File: src/hdl/brng_pkg.sv
// Shared types and codes for the bitmap range engine.
// No dependencies; used by bitmap_range_engine.
`timescale 1ns / 1ps

package brng_pkg;

    // request codes carried in s_tuser
    localparam logic [2:0] REQ_WRITE = 3'd0;
    localparam logic [2:0] REQ_READ  = 3'd1;
    localparam logic [2:0] REQ_SET   = 3'd2;
    localparam logic [2:0] REQ_MOVE  = 3'd3;
    localparam logic [2:0] REQ_FIND  = 3'd4;

    // bit positions handled by the walker (dst + count - 1 fits)
    localparam int POS_W   = 12;
    localparam int COUNT_W = 12;

    typedef enum logic [3:0] {
        S_CLR,   // clearing sweep after reset
        S_IDLE,
        S_CHECK, // range checks, word ops
        S_RDW,   // word read data return
        S_DIVD,  // dst position split into word / offset
        S_DIVS,  // src position split into word / offset
        S_SRC,   // fetch source bit or test bit
        S_DST,   // write destination bit
        S_LDW,   // word cache fill
        S_FIN    // hand result to output register
    } state_t;

endpackage

File: src/hdl/brng_divider.sv
// Bit-serial restoring divider by the constant word width.
// Splits a flat bit address into word and offset; no package dependencies.
`timescale 1ns / 1ps

module brng_divider #(
    parameter int WBITS = 32,
    parameter int QW    = 12,
    parameter int RW    = 5
) (
    input  logic          clk,
    input  logic          rst_n,
    input  logic          start,
    input  logic [QW-1:0] dividend,
    output logic          done,
    output logic [QW-1:0] quot,
    output logic [RW-1:0] remainder
);

    localparam int CW = $clog2(QW + 1);

    logic [CW-1:0] cnt_reg;
    logic          done_reg;
    logic [QW-1:0] dvd_reg;
    logic [QW-1:0] quot_reg;
    logic [RW-1:0] rem_reg;
    logic [RW:0]   trial;
    logic          ge;

    assign trial = {rem_reg, dvd_reg[QW-1]};
    assign ge    = trial >= (RW + 1)'(WBITS);

    always_ff @(posedge clk or negedge rst_n)
    begin
        if (!rst_n)
        begin
            cnt_reg  <= '0;
            done_reg <= 1'b0;
        end
        else
        begin
            done_reg <= 1'b0;
            if (start)
                cnt_reg <= CW'(QW);
            else if (cnt_reg != '0)
            begin
                cnt_reg <= cnt_reg - 1'b1;
                if (cnt_reg == CW'(1))
                    done_reg <= 1'b1;
            end
        end
    end

    // one quotient bit per cycle
    always_ff @(posedge clk)
    begin
        if (start)
        begin
            dvd_reg  <= dividend;
            rem_reg  <= '0;
            quot_reg <= '0;
        end
        else if (cnt_reg != '0)
        begin
            dvd_reg  <= {dvd_reg[QW-2:0], 1'b0};
            quot_reg <= {quot_reg[QW-2:0], ge};
            rem_reg  <= ge ? RW'(trial - (RW + 1)'(WBITS)) : RW'(trial);
        end
    end

    assign done      = done_reg;
    assign quot      = quot_reg;
    assign remainder = rem_reg;

endmodule

File: src/hdl/brng_store.sv
// Bitmap word store: one write port, one registered read port.
// No package dependencies.
`timescale 1ns / 1ps

module brng_store #(
    parameter int WORDS = 64,
    parameter int WBITS = 32,
    parameter int AW    = 6
) (
    input  logic             clk,
    input  logic             we,
    input  logic [AW-1:0]    waddr,
    input  logic [WBITS-1:0] wdata,
    input  logic             re,
    input  logic [AW-1:0]    raddr,
    output logic [WBITS-1:0] rdata
);

    logic [WBITS-1:0] mem [WORDS];
    logic [WBITS-1:0] rdata_reg;

    always_ff @(posedge clk)
    begin
        if (we)
            mem[waddr] <= wdata;
        if (re)
            rdata_reg <= mem[raddr];
    end

    assign rdata = rdata_reg;

endmodule

File: src/hdl/bitmap_range_engine.sv
// Bitmap range engine: a STORE_WORDS x WORD_BITS bit store with word
// write/read, range set/clear, overlap-safe range move and find-last.
// Uses brng_pkg, brng_divider and brng_store.
`timescale 1ns / 1ps

// After reset the store is swept to zero word by word, with s_tready
// low. A word write passes the check and finish states; a word read
// adds a read return state before the output register. Set, move and
// find last split their start bit addresses into word and offset with
// a bit-serial divider, then walk the range one bit per step from a
// one-word cache in front of the store: set and find reload the cache
// for each word crossed; a move fetches the source bit, then writes the
// destination bit, reloading whenever the two sit in different words.
// One request is in flight at a time; a new request is taken while the
// previous result waits on the master side.
module bitmap_range_engine #(
    parameter int STORE_WORDS = 64,
    parameter int WORD_BITS   = 32
) (
    input  logic        clk,
    input  logic        rst_n,
    input  logic        s_tvalid,
    output logic        s_tready,
    // word_index[5:0] write_data[37:6] dst_bit[48:38] src_bit[59:49]
    // bit_count[71:60] bit_value[72] zero[79:73]
    input  logic [79:0] s_tdata,
    // req_type[2:0]
    input  logic [2:0]  s_tuser,
    output logic        m_tvalid,
    input  logic        m_tready,
    // read_data[31:0] found_position[43:32] status[44] zero[47:45]
    output logic [47:0] m_tdata
);

    localparam int AW    = $clog2(STORE_WORDS);
    localparam int OW    = $clog2(WORD_BITS);
    localparam int TOTAL = STORE_WORDS * WORD_BITS;
    localparam int TBW   = $clog2(TOTAL + 1);
    localparam int CW    = (TBW > 13) ? TBW : 13;
    localparam int PW    = brng_pkg::POS_W;
    localparam int NW    = brng_pkg::COUNT_W;

    brng_pkg::state_t state_reg, state_next;

    // captured request
    logic [2:0]           req_reg, req_next;
    logic [5:0]           widx_reg, widx_next;
    logic [31:0]          wdata_reg, wdata_next;
    logic [10:0]          dst_reg, dst_next;
    logic [10:0]          src_reg, src_next;
    logic [NW-1:0]        cnt_reg, cnt_next;
    logic                 val_reg, val_next;

    // walker
    logic [AW-1:0]        dw_reg, dw_next, sw_reg, sw_next;
    logic [OW-1:0]        do_reg, do_next, so_reg, so_next;
    logic [NW-1:0]        rem_reg, rem_next;
    logic                 bit_reg, bit_next;
    logic                 ret_dst_reg, ret_dst_next;

    // one-word cache
    logic [AW-1:0]        cur_addr_reg, cur_addr_next, ld_addr_reg, ld_addr_next;
    logic [WORD_BITS-1:0] cur_data_reg, cur_data_next;
    logic                 cur_ok_reg, cur_ok_next;

    logic [AW-1:0]        clr_reg, clr_next;

    // result
    logic [31:0]          rd_reg, rd_next;
    logic [NW-1:0]        found_reg, found_next;
    logic                 status_reg, status_next;
    logic                 out_valid_reg, out_valid_next;
    logic [47:0]          out_reg, out_next;

    // store and divider hookups
    logic                 st_we, st_re;
    logic [AW-1:0]        st_waddr, st_raddr;
    logic [WORD_BITS-1:0] st_wdata, st_rdata;
    logic                 div_start, div_done;
    logic [PW-1:0]        div_in, div_q;
    logic [OW-1:0]        div_r;

    // derived request terms
    logic                 is_find, down;
    logic [PW-1:0]        dst_start, src_start;
    logic [CW-1:0]        dst_end, src_end;
    logic                 dst_over, src_over, cnt_over, widx_ok;
    logic                 src_hit, dst_hit;
    logic [WORD_BITS-1:0] merged;

    assign is_find   = (req_reg == brng_pkg::REQ_FIND);
    assign down      = is_find || (req_reg == brng_pkg::REQ_MOVE && dst_reg > src_reg);
    assign dst_start = down ? PW'(dst_reg) + cnt_reg - 1'b1 : PW'(dst_reg);
    assign src_start = is_find ? cnt_reg - 1'b1
                     : (down ? PW'(src_reg) + cnt_reg - 1'b1 : PW'(src_reg));
    assign dst_end   = CW'(dst_reg) + CW'(cnt_reg);
    assign src_end   = CW'(src_reg) + CW'(cnt_reg);
    assign dst_over  = dst_end > CW'(TOTAL);
    assign src_over  = src_end > CW'(TOTAL);
    assign cnt_over  = CW'(cnt_reg) > CW'(TOTAL);
    assign widx_ok   = CW'(widx_reg) < CW'(STORE_WORDS);
    assign src_hit   = cur_ok_reg && (cur_addr_reg == sw_reg);
    assign dst_hit   = cur_ok_reg && (cur_addr_reg == dw_reg);

    always_comb
    begin
        merged         = cur_data_reg;
        merged[do_reg] = bit_reg;
    end

    // divider picks src for the second split and for find
    assign div_in = (state_reg == brng_pkg::S_DIVD || is_find) ? src_start : dst_start;

    brng_divider #(
        .WBITS (WORD_BITS),
        .QW    (PW),
        .RW    (OW)
    ) u_div (
        .clk       (clk),
        .rst_n     (rst_n),
        .start     (div_start),
        .dividend  (div_in),
        .done      (div_done),
        .quot      (div_q),
        .remainder (div_r)
    );

    brng_store #(
        .WORDS (STORE_WORDS),
        .WBITS (WORD_BITS),
        .AW    (AW)
    ) u_store (
        .clk   (clk),
        .we    (st_we),
        .waddr (st_waddr),
        .wdata (st_wdata),
        .re    (st_re),
        .raddr (st_raddr),
        .rdata (st_rdata)
    );

    always_ff @(posedge clk or negedge rst_n)
    begin
        if (!rst_n)
        begin
            state_reg     <= brng_pkg::S_CLR;
            clr_reg       <= '0;
            cur_ok_reg    <= 1'b0;
            out_valid_reg <= 1'b0;
        end
        else
        begin
            state_reg     <= state_next;
            clr_reg       <= clr_next;
            cur_ok_reg    <= cur_ok_next;
            out_valid_reg <= out_valid_next;
        end
    end

    always_ff @(posedge clk)
    begin
        req_reg      <= req_next;
        widx_reg     <= widx_next;
        wdata_reg    <= wdata_next;
        dst_reg      <= dst_next;
        src_reg      <= src_next;
        cnt_reg      <= cnt_next;
        val_reg      <= val_next;
        dw_reg       <= dw_next;
        do_reg       <= do_next;
        sw_reg       <= sw_next;
        so_reg       <= so_next;
        rem_reg      <= rem_next;
        bit_reg      <= bit_next;
        ret_dst_reg  <= ret_dst_next;
        cur_addr_reg <= cur_addr_next;
        ld_addr_reg  <= ld_addr_next;
        cur_data_reg <= cur_data_next;
        rd_reg       <= rd_next;
        found_reg    <= found_next;
        status_reg   <= status_next;
        out_reg      <= out_next;
    end

    always_comb
    begin
        state_next     = state_reg;
        req_next       = req_reg;
        widx_next      = widx_reg;
        wdata_next     = wdata_reg;
        dst_next       = dst_reg;
        src_next       = src_reg;
        cnt_next       = cnt_reg;
        val_next       = val_reg;
        dw_next        = dw_reg;
        do_next        = do_reg;
        sw_next        = sw_reg;
        so_next        = so_reg;
        rem_next       = rem_reg;
        bit_next       = bit_reg;
        ret_dst_next   = ret_dst_reg;
        cur_addr_next  = cur_addr_reg;
        ld_addr_next   = ld_addr_reg;
        cur_data_next  = cur_data_reg;
        cur_ok_next    = cur_ok_reg;
        clr_next       = clr_reg;
        rd_next        = rd_reg;
        found_next     = found_reg;
        status_next    = status_reg;
        out_next       = out_reg;
        out_valid_next = out_valid_reg;
        st_we          = 1'b0;
        st_waddr       = dw_reg;
        st_wdata       = merged;
        st_re          = 1'b0;
        st_raddr       = sw_reg;
        div_start      = 1'b0;
        s_tready       = 1'b0;

        if (out_valid_reg && m_tready)
            out_valid_next = 1'b0;

        case (state_reg)
            brng_pkg::S_CLR:
            begin
                st_we    = 1'b1;
                st_waddr = clr_reg;
                st_wdata = '0;
                clr_next = clr_reg + 1'b1;
                if (clr_reg == AW'(STORE_WORDS - 1))
                    state_next = brng_pkg::S_IDLE;
            end

            brng_pkg::S_IDLE:
            begin
                s_tready = 1'b1;
                if (s_tvalid)
                begin
                    req_next    = s_tuser;
                    widx_next   = s_tdata[5:0];
                    wdata_next  = s_tdata[37:6];
                    dst_next    = s_tdata[48:38];
                    src_next    = s_tdata[59:49];
                    cnt_next    = s_tdata[71:60];
                    val_next    = s_tdata[72];
                    rd_next     = '0;
                    found_next  = '0;
                    status_next = 1'b0;
                    cur_ok_next = 1'b0;
                    state_next  = brng_pkg::S_CHECK;
                end
            end

            brng_pkg::S_CHECK:
            begin
                rem_next   = cnt_reg;
                bit_next   = val_reg;
                state_next = brng_pkg::S_FIN;
                case (req_reg)
                    brng_pkg::REQ_WRITE:
                    begin
                        if (widx_ok)
                        begin
                            st_we    = 1'b1;
                            st_waddr = AW'(widx_reg);
                            st_wdata = WORD_BITS'(wdata_reg);
                        end
                        else
                            status_next = 1'b1;
                    end
                    brng_pkg::REQ_READ:
                    begin
                        if (widx_ok)
                        begin
                            st_re      = 1'b1;
                            st_raddr   = AW'(widx_reg);
                            state_next = brng_pkg::S_RDW;
                        end
                        else
                            status_next = 1'b1;
                    end
                    brng_pkg::REQ_SET:
                    begin
                        if (dst_over)
                            status_next = 1'b1;
                        else if (cnt_reg != '0)
                        begin
                            div_start  = 1'b1;
                            state_next = brng_pkg::S_DIVD;
                        end
                    end
                    brng_pkg::REQ_MOVE:
                    begin
                        if (dst_over || src_over)
                            status_next = 1'b1;
                        else if (cnt_reg != '0 && dst_reg != src_reg)
                        begin
                            div_start  = 1'b1;
                            state_next = brng_pkg::S_DIVD;
                        end
                    end
                    brng_pkg::REQ_FIND:
                    begin
                        if (cnt_over)
                            status_next = 1'b1;
                        else if (cnt_reg != '0)
                        begin
                            div_start  = 1'b1;
                            state_next = brng_pkg::S_DIVS;
                        end
                    end
                    default:
                    begin
                        // unknown request: all-zero result
                    end
                endcase
            end

            brng_pkg::S_RDW:
            begin
                rd_next    = 32'(st_rdata);
                state_next = brng_pkg::S_FIN;
            end

            brng_pkg::S_DIVD:
            begin
                if (div_done)
                begin
                    dw_next = AW'(div_q);
                    do_next = div_r;
                    if (req_reg == brng_pkg::REQ_MOVE)
                    begin
                        div_start  = 1'b1;
                        state_next = brng_pkg::S_DIVS;
                    end
                    else
                        state_next = brng_pkg::S_DST;
                end
            end

            brng_pkg::S_DIVS:
            begin
                if (div_done)
                begin
                    sw_next    = AW'(div_q);
                    so_next    = div_r;
                    state_next = brng_pkg::S_SRC;
                end
            end

            brng_pkg::S_SRC:
            begin
                if (!src_hit)
                begin
                    st_re        = 1'b1;
                    st_raddr     = sw_reg;
                    ld_addr_next = sw_reg;
                    ret_dst_next = 1'b0;
                    state_next   = brng_pkg::S_LDW;
                end
                else if (is_find)
                begin
                    if (cur_data_reg[so_reg] == val_reg)
                    begin
                        found_next = rem_reg;
                        state_next = brng_pkg::S_FIN;
                    end
                    else if (rem_reg == NW'(1))
                        state_next = brng_pkg::S_FIN;
                    else
                    begin
                        rem_next = rem_reg - 1'b1;
                        if (so_reg == '0)
                        begin
                            so_next = OW'(WORD_BITS - 1);
                            sw_next = sw_reg - 1'b1;
                        end
                        else
                            so_next = so_reg - 1'b1;
                    end
                end
                else
                begin
                    bit_next   = cur_data_reg[so_reg];
                    state_next = brng_pkg::S_DST;
                end
            end

            brng_pkg::S_DST:
            begin
                if (!dst_hit)
                begin
                    st_re        = 1'b1;
                    st_raddr     = dw_reg;
                    ld_addr_next = dw_reg;
                    ret_dst_next = 1'b1;
                    state_next   = brng_pkg::S_LDW;
                end
                else
                begin
                    // write-through keeps cache and store in step
                    st_we         = 1'b1;
                    st_waddr      = dw_reg;
                    st_wdata      = merged;
                    cur_data_next = merged;
                    rem_next      = rem_reg - 1'b1;
                    if (down)
                    begin
                        if (do_reg == '0)
                        begin
                            do_next = OW'(WORD_BITS - 1);
                            dw_next = dw_reg - 1'b1;
                        end
                        else
                            do_next = do_reg - 1'b1;
                        if (so_reg == '0)
                        begin
                            so_next = OW'(WORD_BITS - 1);
                            sw_next = sw_reg - 1'b1;
                        end
                        else
                            so_next = so_reg - 1'b1;
                    end
                    else
                    begin
                        if (do_reg == OW'(WORD_BITS - 1))
                        begin
                            do_next = '0;
                            dw_next = dw_reg + 1'b1;
                        end
                        else
                            do_next = do_reg + 1'b1;
                        if (so_reg == OW'(WORD_BITS - 1))
                        begin
                            so_next = '0;
                            sw_next = sw_reg + 1'b1;
                        end
                        else
                            so_next = so_reg + 1'b1;
                    end
                    if (rem_reg == NW'(1))
                        state_next = brng_pkg::S_FIN;
                    else if (req_reg == brng_pkg::REQ_MOVE)
                        state_next = brng_pkg::S_SRC;
                end
            end

            brng_pkg::S_LDW:
            begin
                cur_data_next = st_rdata;
                cur_addr_next = ld_addr_reg;
                cur_ok_next   = 1'b1;
                state_next    = ret_dst_reg ? brng_pkg::S_DST : brng_pkg::S_SRC;
            end

            brng_pkg::S_FIN:
            begin
                if (!out_valid_reg || m_tready)
                begin
                    out_next       = {3'b000, status_reg, found_reg, rd_reg};
                    out_valid_next = 1'b1;
                    state_next     = brng_pkg::S_IDLE;
                end
            end

            default:
            begin
                state_next = brng_pkg::S_IDLE;
            end
        endcase
    end

    assign m_tvalid = out_valid_reg;
    assign m_tdata  = out_reg;

`ifndef SYNTHESIS
    // one request in flight: no accept in the cycle after an accept
    a_single: assert property (@(posedge clk) disable iff (!rst_n)
        s_tvalid && s_tready |=> !s_tready)
        else $error("request accepted while engine busy");

    // store is written only by the sweep, a word write or a bit write
    a_we_state: assert property (@(posedge clk) disable iff (!rst_n)
        st_we |-> (state_reg == brng_pkg::S_CLR || state_reg == brng_pkg::S_CHECK
                   || state_reg == brng_pkg::S_DST))
        else $error("store write outside a writing state");

    // a new result only comes out of the finish step
    a_out_src: assert property (@(posedge clk) disable iff (!rst_n)
        $rose(m_tvalid) |-> $past(state_reg == brng_pkg::S_FIN))
        else $error("result raised outside finish");
`endif

endmodule
File: config.mk
export PLATFORM = sky130hd
export DESIGN_NAME = bitmap_range_engine
export DESIGN_NICKNAME = d
export VERILOG_FILES = /design/src/hdl/brng_pkg.sv /design/src/hdl/brng_divider.sv /design/src/hdl/brng_store.sv /design/src/hdl/bitmap_range_engine.sv
export SDC_FILE = /design/constraint.sdc
export NUM_CORES = 2
export LEC_CHECK = 0
export ABC_CLOCK_PERIOD_IN_PS = 3700
export BUFFER_PORTS_ARGS = -buffer_cell sky130_fd_sc_hd__buf_2
export CAP_MARGIN = 25
export CORE_MARGIN = 3
export CORE_UTILIZATION = 57
export DETAILED_ROUTE_END_ITERATION = 6
export PLACE_DENSITY = 0.76
export SYNTH_ARGS = -nofsm -noshare
export SYNTH_HDL_FRONTEND = slang
export SYNTH_SLANG_ARGS = --single-unit
File: constraint.sdc
create_clock -name clk -period 3.7 [get_ports clk]
set_input_delay 0.185 -clock clk [delete_from_list [all_inputs] [get_ports clk]]
set_output_delay 0.185 -clock clk [all_outputs]
set_load 0.005 [all_outputs]
==> impl_results.rst <==
.. list-table::
   :header-rows: 1

   * - Metric
     - Value
   * - Hold Slack
     - around 31 ps
   * - Number of levels the H-tree was split into
     - 4
   * - GR Overflow Total
     - 0
   * - Worst Path Required
     - 4390 ps
   * - Vias in the first global route
     - 65871
   * - F_max
     - about 0.27 GHz
   * - Hold Fails Final Rpt
     - 0
   * - Final RePlAce weighted congestion
     - 0.934
   * - Ratio of final minimum period to clock period
     - between 90 and 100%
   * - Number of buffers created by CTS
     - 224
   * - Post-Syn Instances
     - 7477
   * - Type of the worst setup path
     - reg -> reg
   * - Clock Sink Count
     - 2366
   * - Slew Viols, Final
     - 0
   * - Cells after DPL
     - around 10000
   * - Number of antenna-violating nets in the routed design
     - 0
   * - Post-CTS clock slew at the launch and capture registers of the worst setup and hold paths
     - 70 ps
   * - Share of cells above drive strength 1
     - 16.5%
   * - Via-per-instance ratio
     - 6.43
   * - PnR worst setup slack
     - 35.3 ps
   * - GRT Resource Usage Total
     - 32.3%
   * - Worst vdd rail ir drop
     - between 0.4 and 0.5 mV
   * - Non-filler cells, final
     - 10623
   * - Detailed-route wire length per cell
     - 27.7 um
   * - Setup slack at placement
     - -301 ps
   * - Post-layout min period
     - between 3000 and 4000 ps
   * - Max-cap viol count
     - 0
   * - Sequential element share of the synthesized area
     - between 70 and 80%
   * - Port Buffers
     - 126
   * - Critical path startpoint category
     - flip-flop
   * - Starting Density
     - 57.6%
   * - Largest net degree at the start of global routing
     - 126
   * - CTS tree
     - yes
   * - Boundary Pins
     - ~140
   * - Summed instance area of the synthesized netlist
     - 98100 um^2
   * - Flops & latches, synth
     - 2366
   * - Register with the highest flop count
     - u_store.mem
   * - Worst slew margin
     - between 30% and 40%
   * - Worst Max-Slew Pin Slew
     - 1030 ps
   * - Most common flop cell mapped by yosys
     - sky130_fd_sc_hd__edfxtp_1
   * - Number of enable-type register cells in the synthesized netlist
     - 2338
   * - Max Clock Skew
     - 56.0 ps
   * - Average instance area after synthesis
     - 13.1 um^2
   * - Status
     - complete, no violations
   * - Num rows
     - 151
   * - Total Die Area
     - between 150000 and 200000 um^2
   * - Die W
     - 421 um
   * - Setup Viol. Count Final
     - 0
   * - Vias
     - 68269
   * - Element type at the critical path end
     - flip-flop
   * - Root Driver
     - sky130_fd_sc_hd__clkbuf_16
   * - Max Buffers Root-to-Sink
     - 3
   * - Cell leakage power
     - between 0.03 and 0.04 uW
   * - # nets final
     - between 8000 and 9000
   * - Count of cell types in the netlist
     - 90
   * - Global-route wire length before repair
     - ~420000 um
   * - Vertical die dimension
     - 421 um
   * - Drt first pass iters
     - 6
   * - Sum Neg Setup Slack
     - 0 ps
   * - Largest register FFs
     - 2048
   * - HPWL after detailed placement
     - ~170000 um
   * - Insertion delay to the later sink of the worst-skew pair
     - slightly below 900 ps
   * - Std-Cell Core Area
     - 170000 um^2
   * - Total of warnings raised by yosys
     - 0
   * - Final routed wirelength across all metal layers
     - roughly 290000 um
   * - Power per cell area
     - approximately 440 nW/um^2
   * - Setup repair after global routing missed its margin
     - true
   * - Area Growth Syn to Fin
     - 19.0%
   * - Antenna violations before repair
     - 12
   * - DRC violations left
     - 0
   * - Post-synth ARST share
     - less than 1%
   * - Crit path max fanout
     - 12
   * - Starting DRT DRC Count
     - about 11000
   * - Arrival @ worst endpoint
     - ~4400 ps
   * - Class of the worst hold path
     - in -> reg
-- per-layer routing --
layer | GRT usage [%] | vias up | routed length (um)
met5 | 0 | - | 50
li1 | - | 28982 | -
met1 | 42.9 | 33489 | 103000
met3 | 8.98 | 735 | 41800
met2 | 49.3 | 5055 | 133000
met4 | 16.2 | 8 | 15300
-- layout by cell type (no fill, tap or decap), types with 42 or more instances in the layout --
cell	netlist	routed
sky130_fd_sc_hd__a21oi_1	310	293
sky130_fd_sc_hd__a311oi_1	97	84
sky130_fd_sc_hd__a31oi_1	72	72
sky130_fd_sc_hd__a32oi_1	64	63
sky130_fd_sc_hd__and3_1	113	112
sky130_fd_sc_hd__buf_12	0	174
sky130_fd_sc_hd__buf_2	139	126
sky130_fd_sc_hd__buf_4	22	473
sky130_fd_sc_hd__clkbuf_1	242	51
sky130_fd_sc_hd__clkbuf_16	0	234
sky130_fd_sc_hd__clkinv_1	1	48
sky130_fd_sc_hd__clkinv_2	1	42
sky130_fd_sc_hd__dlygate4sd3_1	0	86
sky130_fd_sc_hd__edfxtp_1	2338	2338
sky130_fd_sc_hd__ha_1	96	94
sky130_fd_sc_hd__inv_1	103	101
sky130_fd_sc_hd__mux2i_1	191	190
sky130_fd_sc_hd__nand2_1	1859	1858
sky130_fd_sc_hd__nand3_1	636	633
sky130_fd_sc_hd__nor2_1	381	309
sky130_fd_sc_hd__nor2_4	1	69
sky130_fd_sc_hd__o21ai_0	77	72
sky130_fd_sc_hd__xnor2_1	55	53
-- synth_stat cells, types with 22 or more instances --
| library cell | number | area share, % |
|---|---|---|
| sky130_fd_sc_hd__nor3_1 | 41 | 0.21 |
| sky130_fd_sc_hd__xor2_1 | 22 | 0.20 |
| sky130_fd_sc_hd__a211oi_1 | 43 | 0.33 |
| sky130_fd_sc_hd__a32oi_1 | 64 | 0.57 |
| sky130_fd_sc_hd__o22ai_1 | 47 | 0.30 |
| sky130_fd_sc_hd__a31oi_1 | 72 | 0.46 |
| sky130_fd_sc_hd__o21ai_0 | 77 | 0.39 |
| sky130_fd_sc_hd__and2_1 | 40 | 0.26 |
| sky130_fd_sc_hd__o2111ai_1 | 32 | 0.29 |
| sky130_fd_sc_hd__a21oi_1 | 310 | 1.6 |
| sky130_fd_sc_hd__nand3_1 | 636 | 3.2 |
| sky130_fd_sc_hd__buf_1 | 40 | 0.15 |
| sky130_fd_sc_hd__o221ai_1 | 38 | 0.34 |
| sky130_fd_sc_hd__ha_1 | 96 | 1.2 |
| sky130_fd_sc_hd__a311oi_1 | 97 | 0.87 |
| sky130_fd_sc_hd__buf_2 | 139 | 0.71 |
| sky130_fd_sc_hd__nand2_1 | 1859 | 7.1 |
| sky130_fd_sc_hd__xnor2_1 | 55 | 0.49 |
| sky130_fd_sc_hd__a221oi_1 | 33 | 0.29 |
| sky130_fd_sc_hd__a32o_1 | 31 | 0.32 |
| sky130_fd_sc_hd__buf_4 | 22 | 0.17 |
| sky130_fd_sc_hd__edfxtp_1 | 2338 | 72 |
| sky130_fd_sc_hd__clkbuf_1 | 242 | 0.93 |
| sky130_fd_sc_hd__nor4b_2 | 31 | 0.47 |
| sky130_fd_sc_hd__inv_1 | 103 | 0.39 |
| sky130_fd_sc_hd__mux2i_1 | 191 | 1.9 |
| sky130_fd_sc_hd__and3_1 | 113 | 0.72 |
| sky130_fd_sc_hd__nor2_1 | 381 | 1.5 |
-- kinds of logic after synthesis --
| group | count (synthesis) | synth area share [%] |
|---|---|---|
| simple gates | 3203 | 14.2 |
| flops | 2366 | 72.2 |
| compound gates | 951 | 6.66 |
| buf+inv | 561 | 2.50 |
| mux | 217 | 2.41 |
| fa+ha+maj | 101 | 1.33 |
| xor+xnor | 77 | 0.687 |
| other cells | 1 | 0.00382 |
-- cell type report --
cell class	count	area, um^2
flip-flops and latches	2366	70900
fillers	10743	53500
multi-input cells	4552	26400
repair buffers	889	9180
clock buffers	276	5820
well taps	2295	2870
clock inverters	126	1170
inverters	106	402
diodes	13	32.5
-- report_power, final --
part	switching [uW]	internal [uW]
clock	10000	12300
combinational	46.9	89.0
sequential	0.0000000000000514	29000
-- timing repair --
action / CTS / global route
hold buffers: 86 / 0
resized for setup: 19 / 116
pin swaps: 9 / 27
hold endpoints to repair: 98 / 0
gates cloned: 0 / 9
setup buffers: 14 / 14
endpoints found under the setup margin: 72 / 77
-- worst max-delay path: stages (launching register included) --
cell and delay [ps]:
sky130_fd_sc_hd__edfxtp_1 430, sky130_fd_sc_hd__xnor2_2 210, sky130_fd_sc_hd__nand4_2 180, sky130_fd_sc_hd__buf_6 180, sky130_fd_sc_hd__o211ai_1 270, sky130_fd_sc_hd__buf_4 180
sky130_fd_sc_hd__o311ai_4 100, sky130_fd_sc_hd__buf_12 160, sky130_fd_sc_hd__nand2_1 110, sky130_fd_sc_hd__buf_4 170, sky130_fd_sc_hd__nor2_4 60, sky130_fd_sc_hd__buf_4 180
sky130_fd_sc_hd__buf_12 160, sky130_fd_sc_hd__a221oi_1 410, sky130_fd_sc_hd__o2111ai_1 200, sky130_fd_sc_hd__buf_4 230, sky130_fd_sc_hd__nor4b_2 240
-- per-stage QoR --
| stage | area (um^2) | util [%] | total power [uW] |
|---|---|---|---|
| floorplan | 98200 | - | 29600 |
| detailed placement | 108000 | 63.2 | 29600 |
| finish | 117000 | 68.6 | 51400 |
| global placement | 108000 | 63.2 | 29600 |
| global route | 117000 | 68.6 | 52500 |
| CTS | 116000 | 68.0 | 51400 |
-- worst paths after layout --
check | startpoint | end | slack (ps) | cells after the start
max in group asynchronous | rst_n | clr_reg[4] | 2590 | 3
min in group asynchronous | rst_n | m_tvalid | 540 | 3
min | s_tdata[33] | wdata_reg[27] | 30 | 2
min reg2reg | found_reg[4] | m_tdata[36] | 400 | 0
max reg2reg | dw_reg[0] | u_store.rdata[9] | 40 | 16
max | dw_reg[0] | u_store.rdata[9] | 40 | 16
(Power assumes the default switching activity.)
